### config.mk
export PLATFORM = sky130hd
export DESIGN_NAME = input_restricted_deque_core
export DESIGN_NICKNAME = d
export VERILOG_FILES = /design/src/idq_pkg.sv /design/src/idq_mem.sv /design/src/idq_ctrl.sv /design/src/input_restricted_deque_core.sv
export SDC_FILE = /design/constraint.sdc
export NUM_CORES = 1
export LEC_CHECK = 0
export BUFFER_PORTS_ARGS = -buffer_cell sky130_fd_sc_hd__buf_2
export CORE_AREA = 2 2 314 316
export CTS_BUF_LIST = sky130_fd_sc_hd__clkbuf_16
export CTS_CLUSTER_DIAMETER = 40
export CTS_CLUSTER_SIZE = 16
export DETAILED_ROUTE_END_ITERATION = 7
export DIE_AREA = 0 0 316 318
export HOLD_SLACK_MARGIN = 0.08
export PLACE_DENSITY = 0.72
export SLEW_MARGIN = 40
export SYNTH_ARGS = -nofsm -noshare
export SYNTH_HDL_FRONTEND = slang
export SYNTH_SLANG_ARGS = --single-unit
### constraint.sdc
create_clock -name clk_i -period 7.16 [get_ports clk_i]
set_clock_uncertainty 0.05 [all_clocks]
set_input_delay 0.358 -clock clk_i [delete_from_list [all_inputs] [get_ports clk_i]]
set_output_delay 0.358 -clock clk_i [all_outputs]
set_load 0.02 [all_outputs]
### src/idq_pkg.sv
// Shared types and constants for the input-restricted deque.
`default_nettype none

package idq_pkg;

  // Default number of record slots in the ring buffer.
  localparam int unsigned DepthDef = 16;

  // Width of one record field, and of a stored record {id, salary}.
  localparam int unsigned FieldW = 32;
  localparam int unsigned RecW   = 2 * FieldW;

  // Operation codes carried by an input word.
  typedef enum logic [1:0] {
    OP_INS_REAR = 2'd0,
    OP_DEL_FRONT = 2'd1,
    OP_DEL_REAR = 2'd2,
    OP_DISPLAY = 2'd3
  } op_e;

  // Status codes carried by a result word.
  typedef enum logic [1:0] {
    ST_OK = 2'd0,
    ST_EMPTY = 2'd1,
    ST_FULL = 2'd2
  } status_e;

  // Controller state.
  typedef enum logic {
    CS_IDLE,
    CS_DISP
  } ctrl_state_e;

  // Result load request from the controller to the output register.
  typedef struct packed {
    logic    load;
    logic    from_mem;
    status_e status;
    logic    last;
  } res_t;

  // Memory access strobes from the controller.
  typedef struct packed {
    logic rd_en;
    logic wr_en;
  } mem_req_t;

endpackage

`default_nettype wire

### src/idq_mem.sv
// Record store: synchronous single-write, single-read memory with registered read data.
`default_nettype none

module idq_mem #(
  parameter int unsigned DEPTH = idq_pkg::DepthDef,
  parameter int unsigned AW    = (DEPTH > 1) ? $clog2(DEPTH) : 1
) (
  input  wire logic                    clk_i,
  input  wire idq_pkg::mem_req_t       req_i,
  input  wire logic [AW-1:0]           wr_addr_i,
  input  wire logic [idq_pkg::RecW-1:0] wr_data_i,
  input  wire logic [AW-1:0]           rd_addr_i,
  output logic [idq_pkg::RecW-1:0]     rd_data_o
);
  import idq_pkg::*;

  logic [RecW-1:0] mem_q [DEPTH];
  logic [RecW-1:0] rd_data_q;

  // Write port.
  always_ff @(posedge clk_i) begin
    if (req_i.wr_en) begin
      mem_q[wr_addr_i] <= wr_data_i;
    end
  end

  // Read port, registered read data.
  always_ff @(posedge clk_i) begin
    if (req_i.rd_en) begin
      rd_data_q <= mem_q[rd_addr_i];
    end
  end

  assign rd_data_o = rd_data_q;

endmodule

`default_nettype wire

### src/idq_ctrl.sv
// Deque controller: pointers, entry count, display sequencer and memory access.
`default_nettype none

module idq_ctrl #(
  parameter int unsigned DEPTH = idq_pkg::DepthDef,
  parameter int unsigned AW    = (DEPTH > 1) ? $clog2(DEPTH) : 1,
  parameter int unsigned CW    = $clog2(DEPTH + 1)
) (
  input  wire logic              clk_i,
  input  wire logic              rst_ni,
  input  wire logic              in_valid_i,
  input  wire idq_pkg::op_e      opcode_i,
  input  wire logic              out_free_i,
  output logic                   in_stall_o,
  output idq_pkg::mem_req_t      mem_req_o,
  output logic [AW-1:0]          wr_addr_o,
  output logic [AW-1:0]          rd_addr_o,
  output idq_pkg::res_t          res_o
);
  import idq_pkg::*;

  localparam logic [AW-1:0] LastIdx = AW'(DEPTH - 1);
  localparam logic [CW-1:0] Full    = CW'(DEPTH);

  ctrl_state_e   state_q, state_d;
  logic [AW-1:0] head_q, head_d;
  logic [AW-1:0] tail_q, tail_d;
  logic [CW-1:0] count_q, count_d;
  logic [AW-1:0] idx_q, idx_d;
  logic [CW-1:0] rem_q, rem_d;
  logic          rd_pend_q, rd_pend_d;
  logic          rd_last_q, rd_last_d;

  logic          can_go;
  logic          accept;
  logic          empty;
  logic [AW-1:0] head_nx;
  logic [AW-1:0] tail_nx;
  logic [AW-1:0] tail_pv;
  logic [AW-1:0] idx_nx;

  // Ring pointer stepping modulo DEPTH.
  assign head_nx = (head_q == LastIdx) ? '0 : head_q + 1'b1;
  assign tail_nx = (tail_q == LastIdx) ? '0 : tail_q + 1'b1;
  assign tail_pv = (tail_q == '0) ? LastIdx : tail_q - 1'b1;
  assign idx_nx  = (idx_q == LastIdx) ? '0 : idx_q + 1'b1;

  // A new step may start only when no read is in flight and the output word is free.
  assign can_go = out_free_i && !rd_pend_q;
  assign empty  = (count_q == '0);
  assign accept = (state_q == CS_IDLE) && in_valid_i && can_go;

  always_ff @(posedge clk_i or negedge rst_ni) begin
    if (!rst_ni) begin
      state_q   <= CS_IDLE;
      head_q    <= '0;
      tail_q    <= '0;
      count_q   <= '0;
      idx_q     <= '0;
      rem_q     <= '0;
      rd_pend_q <= 1'b0;
      rd_last_q <= 1'b0;
    end else begin
      state_q   <= state_d;
      head_q    <= head_d;
      tail_q    <= tail_d;
      count_q   <= count_d;
      idx_q     <= idx_d;
      rem_q     <= rem_d;
      rd_pend_q <= rd_pend_d;
      rd_last_q <= rd_last_d;
    end
  end

  // Next state, pointer updates and memory requests.
  always_comb begin
    state_d   = state_q;
    head_d    = head_q;
    tail_d    = tail_q;
    count_d   = count_q;
    idx_d     = idx_q;
    rem_d     = rem_q;
    rd_pend_d = 1'b0;
    rd_last_d = rd_last_q;
    mem_req_o = '0;
    wr_addr_o = tail_q;
    rd_addr_o = head_q;
    in_stall_o = !((state_q == CS_IDLE) && can_go);

    // Read data landing this cycle goes to the output word.
    res_o.load     = rd_pend_q;
    res_o.from_mem = 1'b1;
    res_o.status   = ST_OK;
    res_o.last     = rd_last_q;

    case (state_q)
      CS_IDLE: begin
        if (accept) begin
          res_o.from_mem = 1'b0;
          res_o.last     = 1'b1;
          case (opcode_i)
            OP_INS_REAR: begin
              res_o.load = 1'b1;
              if (count_q == Full) begin
                res_o.status = ST_FULL;
              end else begin
                mem_req_o.wr_en = 1'b1;
                tail_d  = tail_nx;
                count_d = count_q + 1'b1;
              end
            end
            OP_DEL_FRONT: begin
              if (empty) begin
                res_o.load   = 1'b1;
                res_o.status = ST_EMPTY;
              end else begin
                mem_req_o.rd_en = 1'b1;
                rd_pend_d = 1'b1;
                rd_last_d = 1'b1;
                head_d    = head_nx;
                count_d   = count_q - 1'b1;
              end
            end
            OP_DEL_REAR: begin
              if (empty) begin
                res_o.load   = 1'b1;
                res_o.status = ST_EMPTY;
              end else begin
                mem_req_o.rd_en = 1'b1;
                rd_addr_o = tail_pv;
                rd_pend_d = 1'b1;
                rd_last_d = 1'b1;
                tail_d    = tail_pv;
                count_d   = count_q - 1'b1;
              end
            end
            default: begin
              if (empty) begin
                res_o.load   = 1'b1;
                res_o.status = ST_EMPTY;
              end else begin
                mem_req_o.rd_en = 1'b1;
                rd_pend_d = 1'b1;
                rd_last_d = (count_q == CW'(1));
                idx_d     = head_nx;
                rem_d     = count_q - 1'b1;
                if (count_q != CW'(1)) begin
                  state_d = CS_DISP;
                end
              end
            end
          endcase
        end
      end
      CS_DISP: begin
        // One read per free output slot, front to rear.
        if (can_go) begin
          mem_req_o.rd_en = 1'b1;
          rd_addr_o = idx_q;
          rd_pend_d = 1'b1;
          rd_last_d = (rem_q == CW'(1));
          idx_d     = idx_nx;
          rem_d     = rem_q - 1'b1;
          if (rem_q == CW'(1)) begin
            state_d = CS_IDLE;
          end
        end
      end
      default: begin
        state_d = CS_IDLE;
      end
    endcase
  end

  // The entry count never passes the capacity.
  assert property (@(posedge clk_i) disable iff (!rst_ni) count_q <= Full)
    else $error("entry count above capacity");

  // While displaying there is always at least one record left to read.
  assert property (@(posedge clk_i) disable iff (!rst_ni)
    (state_q == CS_DISP) |-> (rem_q != '0))
    else $error("display sequencer with nothing left");

  // A read in flight keeps the input side stalled.
  assert property (@(posedge clk_i) disable iff (!rst_ni) rd_pend_q |-> in_stall_o)
    else $error("input taken while a read is in flight");

  // The pointers stay consistent with the count.
  assert property (@(posedge clk_i) disable iff (!rst_ni)
    (count_q == '0) |-> (head_q == tail_q))
    else $error("empty deque with unequal pointers");

endmodule

`default_nettype wire

### src/input_restricted_deque_core.sv
// Insert and empty/full results go to the output register on acceptance; delete and display
// results first pass the registered memory read. Insert takes one word per cycle while the
// output word is free; a read in flight stalls input and the next display read.
// Reset (rst_ni low, asynchronous) empties the deque and the output register.
// Memory contents are not cleared; only written slots are ever read.
`default_nettype none

module input_restricted_deque_core #(
  parameter int unsigned DEPTH = idq_pkg::DepthDef
) (
  input  wire logic                            clk_i,
  input  wire logic                            rst_ni,
  input  wire logic                            in_valid_i,
  output logic                                 in_stall_o,
  input  wire idq_pkg::op_e                    opcode_i,
  input  wire logic signed [idq_pkg::FieldW-1:0] rec_id_i,
  input  wire logic signed [idq_pkg::FieldW-1:0] rec_salary_i,
  output logic                                 out_valid_o,
  input  wire logic                            out_stall_i,
  output idq_pkg::status_e                     status_o,
  output logic signed [idq_pkg::FieldW-1:0]    out_id_o,
  output logic signed [idq_pkg::FieldW-1:0]    out_salary_o,
  output logic                                 last_o
);
  import idq_pkg::*;

  localparam int unsigned AW = (DEPTH > 1) ? $clog2(DEPTH) : 1;
  localparam int unsigned CW = $clog2(DEPTH + 1);

  mem_req_t        mem_req;
  logic [AW-1:0]   wr_addr;
  logic [AW-1:0]   rd_addr;
  logic [RecW-1:0] rd_data;
  res_t            res;
  logic            out_free;

  logic            out_valid_q, out_valid_d;
  status_e         status_q, status_d;
  logic [FieldW-1:0] id_q, id_d;
  logic [FieldW-1:0] sal_q, sal_d;
  logic            last_q, last_d;

  assign out_free = !out_valid_q || !out_stall_i;

  idq_ctrl #(
    .DEPTH (DEPTH),
    .AW    (AW),
    .CW    (CW)
  ) u_ctrl (
    .clk_i      (clk_i),
    .rst_ni     (rst_ni),
    .in_valid_i (in_valid_i),
    .opcode_i   (opcode_i),
    .out_free_i (out_free),
    .in_stall_o (in_stall_o),
    .mem_req_o  (mem_req),
    .wr_addr_o  (wr_addr),
    .rd_addr_o  (rd_addr),
    .res_o      (res)
  );

  idq_mem #(
    .DEPTH (DEPTH),
    .AW    (AW)
  ) u_mem (
    .clk_i     (clk_i),
    .req_i     (mem_req),
    .wr_addr_i (wr_addr),
    .wr_data_i ({rec_id_i, rec_salary_i}),
    .rd_addr_i (rd_addr),
    .rd_data_o (rd_data)
  );

  // Output word register.
  always_comb begin
    out_valid_d = out_valid_q && out_stall_i;
    status_d    = status_q;
    id_d        = id_q;
    sal_d       = sal_q;
    last_d      = last_q;
    if (res.load) begin
      out_valid_d = 1'b1;
      status_d    = res.status;
      last_d      = res.last;
      id_d        = res.from_mem ? rd_data[RecW-1:FieldW] : '0;
      sal_d       = res.from_mem ? rd_data[FieldW-1:0] : '0;
    end
  end

  always_ff @(posedge clk_i or negedge rst_ni) begin
    if (!rst_ni) begin
      out_valid_q <= 1'b0;
    end else begin
      out_valid_q <= out_valid_d;
    end
  end

  always_ff @(posedge clk_i) begin
    status_q <= status_d;
    id_q     <= id_d;
    sal_q    <= sal_d;
    last_q   <= last_d;
  end

  assign out_valid_o  = out_valid_q;
  assign status_o     = status_q;
  assign out_id_o     = id_q;
  assign out_salary_o = sal_q;
  assign last_o       = last_q;

  // A new result is loaded only when the output word is free or being taken.
  assert property (@(posedge clk_i) disable iff (!rst_ni) res.load |-> out_free)
    else $error("result loaded over a pending output word");

  // A memory read is followed by a result load in the next cycle.
  assert property (@(posedge clk_i) disable iff (!rst_ni) mem_req.rd_en |=> res.load)
    else $error("read data not delivered");

  // Memory is never read and written in the same cycle.
  assert property (@(posedge clk_i) disable iff (!rst_ni)
    !(mem_req.rd_en && mem_req.wr_en))
    else $error("overlapping memory read and write");

endmodule

`default_nettype wire
==> flow_summary_export.csv <==
group,metric,value,unit
status,status,"finished clean",
clock_tree,cts_root_buf,"clkbuf_16",
logic_synthesis,syn_nets,3143,
critical_path,worstPathArrival,4610,ps
sta,hold_viol_final,0,
logic_synthesis,synth_cell_types,52,
route,num_vias,30420,
global_routing,grt_pass1_vias,30840,
critical_path,worstPathMaxFanout,39,
floorplan,die_w,316,µm
global_routing,grt_util_all_layers,25.13,%
global_routing,grt_pass1_wl,190400,µm
pwr,vdd_drop_max,0.5024,mV
hold_path,hold_path.class,"primary input to flip-flop",
sta,setup_ws,2957,ps
route,wire_per_inst,27.67,µm
clock_tree,clock_latency,730,ps
route,via_per_inst,6.577,
sta,max-slew-margin-rel,41.11,%
sta,min_period,4203,ps
logic_synthesis,synthArstFlopShare,2.202,%
critical_path,crit_chain,"nand2b_1 -> o311ai_0 -> or2_2 -> nand3_4 -> buf_4 -> a221oi_1 -> or4_1",
logic_synthesis,synthTopCellsByArea,"edfxtp_1 (71%), a221oi_1 (7.7%), mux2i_1 (5.4%), and2_1 (4.1%), a21oi_1 (2.8%)",
clock_tree,cts_tree,"built",
route,drt-pass1-iter-count,6,
placed_design,dp_hpwl,63710,µm
sta,fmaxAchievable,237.9,MHz
route,routed_wl,128000,µm
sta,setup_tns,0,ps
global_routing,antenna_found_initial,10,
floorplan,row_count,115,
route,drc,0,
logic_synthesis,synth_seq_cells,1181,
floorplan,core_area,0.09741,mm²
job,maxCapViolCount,0,
layout,area_delta_synth_final,15.86,%
placed_design,io_buffers,138,
critical_path,end_kind,"flip-flop",
layout,nets,3311,
layout,drive_gt1_share,16.68,%
floorplan,ioPinCount,139,
sta,min_period_over_period,58.70,%
logic_synthesis,syn_avg_cell_area,16.08,µm²
floorplan,start_util,50.44,%
logic_synthesis,syn_inst,3056,
sta,slew_violations,0,
logic_synthesis,yosysMostFrequentCell,"edfxtp_1",
clock_tree,cts_setup_buffers,0,
global_routing,gr-total-overflow,0,
pwr,powerDensity,454.1,mW/mm²
critical_path,critical_path_buf_inv_count,1,
placed_design,gp_congestion,0.7845,
placed_design,dp_slack,3005,ps
logic_synthesis,yosysSeqAreaShare,71.91,%
logic_synthesis,ys_top_cells_by_count,"edfxtp_1 (1155), a221oi_1 (434), and2_1 (320)",
critical_path,cp_slowest_cell,"dfrtp_1",
sta,rsz0062_at_grt,"no",
global_routing,grt_max_degree,191,
clock_tree,cts_htree_levels,4,
sta,setup_viol,0,
pwr,total_power,0.02585,W
critical_path,crit_required,7570,ps
clock_tree,cts_buffers,132,
route,drt-initial-drc-count,3600,
logic_synthesis,synth_warnings,0,
pwr,leakagePower,19.31,nW
logic_synthesis,synth_ff_type,"edfxtp_1",
clock_tree,clkTransAtPathRegs,60,ps
logic_synthesis,syn_area,0.04914,mm²
logic_synthesis,yosys.area.top_type_share,70.58,%
route,ant_nets,0,
clock_tree,cts_sinks,1181,
critical_path,critPathKind,"flip-flop to flip-flop",
floorplan,chipHeight,318,µm
critical_path,crit_family,"simple AND/OR/NAND/NOR gates",
critical_path,startpoint_type,"flip-flop",
logic_synthesis,synth_edf_count,1155,
sta,worstMarginPinSlew,883.4,ps
clock_tree,cts_buffer_depth,3,
critical_path,critPathMaxStageDelay,650,ps
floorplan,dieArea,0.1005,mm²
logic_synthesis,yosys.area.top_type,"edfxtp_1",
==> cell families (layout without fill, tap and decap cells) <==
logic type / Yosys count / count (layout) / share of synthesized area, %
buf+inv: 259 / 537 / 2.297
mux: 270 / 270 / 5.518
fa+ha+maj: 17 / 17 / 0.4329
xor+xnor: 11 / 11 / 0.1961
other cells: 0 / 4 / 0
flops: 1181 / 1181 / 71.91
compound gates: 836 / 836 / 13.62
simple gates: 482 / 482 / 6.027
==> per-layer routing <==
metal / vias up / GRT usage (%) / part of all wire [%]
li1: 12980 / - / -
met1: 15510 / 32.39 / 39
met2: 1573 / 42.06 / 49
met3: 344 / 4.630 / 8.1
met4: 12 / 9.995 / 3.4
met5: - / 0 / 0.054
==> cells in the final DEF (no fill, tap or decap), types with 9 or more instances in the layout <==
| cell type | synthesis | routed |
|---|---|---|
| nand2_1 | 22 | 21 |
| mux2i_1 | 263 | 261 |
| buf_12 | 0 | 20 |
| a221oi_2 | 80 | 80 |
| dfrtp_1 | 26 | 25 |
| a21oi_1 | 272 | 272 |
| o21ai_0 | 22 | 22 |
| inv_8 | 0 | 12 |
| or4_1 | 64 | 64 |
| dlygate4sd3_1 | 0 | 67 |
| nand3_1 | 10 | 9 |
| inv_6 | 0 | 24 |
| clkinvlp_4 | 0 | 13 |
| clkinv_1 | 0 | 11 |
| and2_1 | 320 | 320 |
| ha_1 | 17 | 17 |
| buf_2 | 40 | 139 |
| nor2_4 | 0 | 14 |
| clkbuf_16 | 0 | 138 |
| buf_4 | 0 | 31 |
| nor2_1 | 32 | 18 |
| edfxtp_1 | 1155 | 1155 |
| inv_1 | 16 | 24 |
| buf_16 | 0 | 10 |
| a221oi_1 | 434 | 434 |
| clkinv_2 | 0 | 11 |
| bufinv_16 | 0 | 15 |
==> report_power, final <==
part | internal (W) | total [W] | leakage, nW | switching [W]
Combinational | 0.00367 | 0.0101 | 6.27 | 0.00639
Clock | 0.00415 | 0.00705 | 2.26 | 0.00290
Sequential | 0.00846 | 0.00875 | 10.8 | 0.000295
==> worst paths after layout <==
kind	startpoint	endpoint	slack [ps]	depth (start not counted)
max reg2reg	u_ctrl.wr_addr_o[3]	u_mem.rd_data_o[36]	2960	7
min in group asynchronous	rst_ni	u_ctrl.wr_addr_o[3]	160	2
min	opcode_i[0]	u_ctrl.state_q	140	4
min reg2reg	u_mem.rd_data_o[55]	out_id_o[23]	460	1
max in group asynchronous	rst_ni	u_ctrl.state_q	6450	2
max	u_ctrl.wr_addr_o[3]	u_mem.rd_data_o[36]	2960	7
==> flip-flops by register name (all words and copies together), names as in the netlist <==
| name | flops |
|---|---|
| u_ctrl.idx_q | 4 |
| u_ctrl.rd_pend_q | 1 |
| out_valid_o | 1 |
| out_id_o | 32 |
| u_ctrl.rd_last_q | 1 |
| out_salary_o | 32 |
| last_o | 1 |
| u_ctrl.state_q | 1 |
| u_ctrl.wr_addr_o | 4 |
| u_ctrl.rem_q | 5 |
| u_ctrl.head_q | 4 |
| u_mem.mem_q | 1024 |
| u_mem.rd_data_o | 64 |
| status_o | 2 |
| u_ctrl.count_q | 5 |
==> repair_timing <==
item / 4_1_cts / 5_1_grt
endpoints found under the setup margin: 0 / 0
endpoints found under the hold margin: 1052 / 0
hold buffers: 67 / 0
gates resized for setup: 0 / 0
==> worst min-delay path, cell delays in order <==
cell	delay, ps
buf_2	120
ha_1	220
nand2_1	80
o21ai_0	80
==> final cells by class <==
class	instances	area, µm²
Clock inverter	106	1166
Timing Repair Buffer	277	2402
Fill cell	6971	40480
Antenna cell	4	10.01
Inverter	16	60.06
Multi-Input combinational cell	1616	12900
Sequential cell	1181	35340
Clock buffer	138	3453
Tap cell	1287	1610
==> through the flow <==
stage	area, µm²	instances	hold WS, ps	utilization [%]
finish	56930	4625	135.3	58.45
global route	56930	4624	123.8	58.44
CTS	56770	4615	80.30	58.28
detailed placement	51480	4304	362.1	52.85
global placement	51190	4291	340.9	52.55
floorplan	49140	3056	12.41	-
Power figures use the tool's default switching activity.
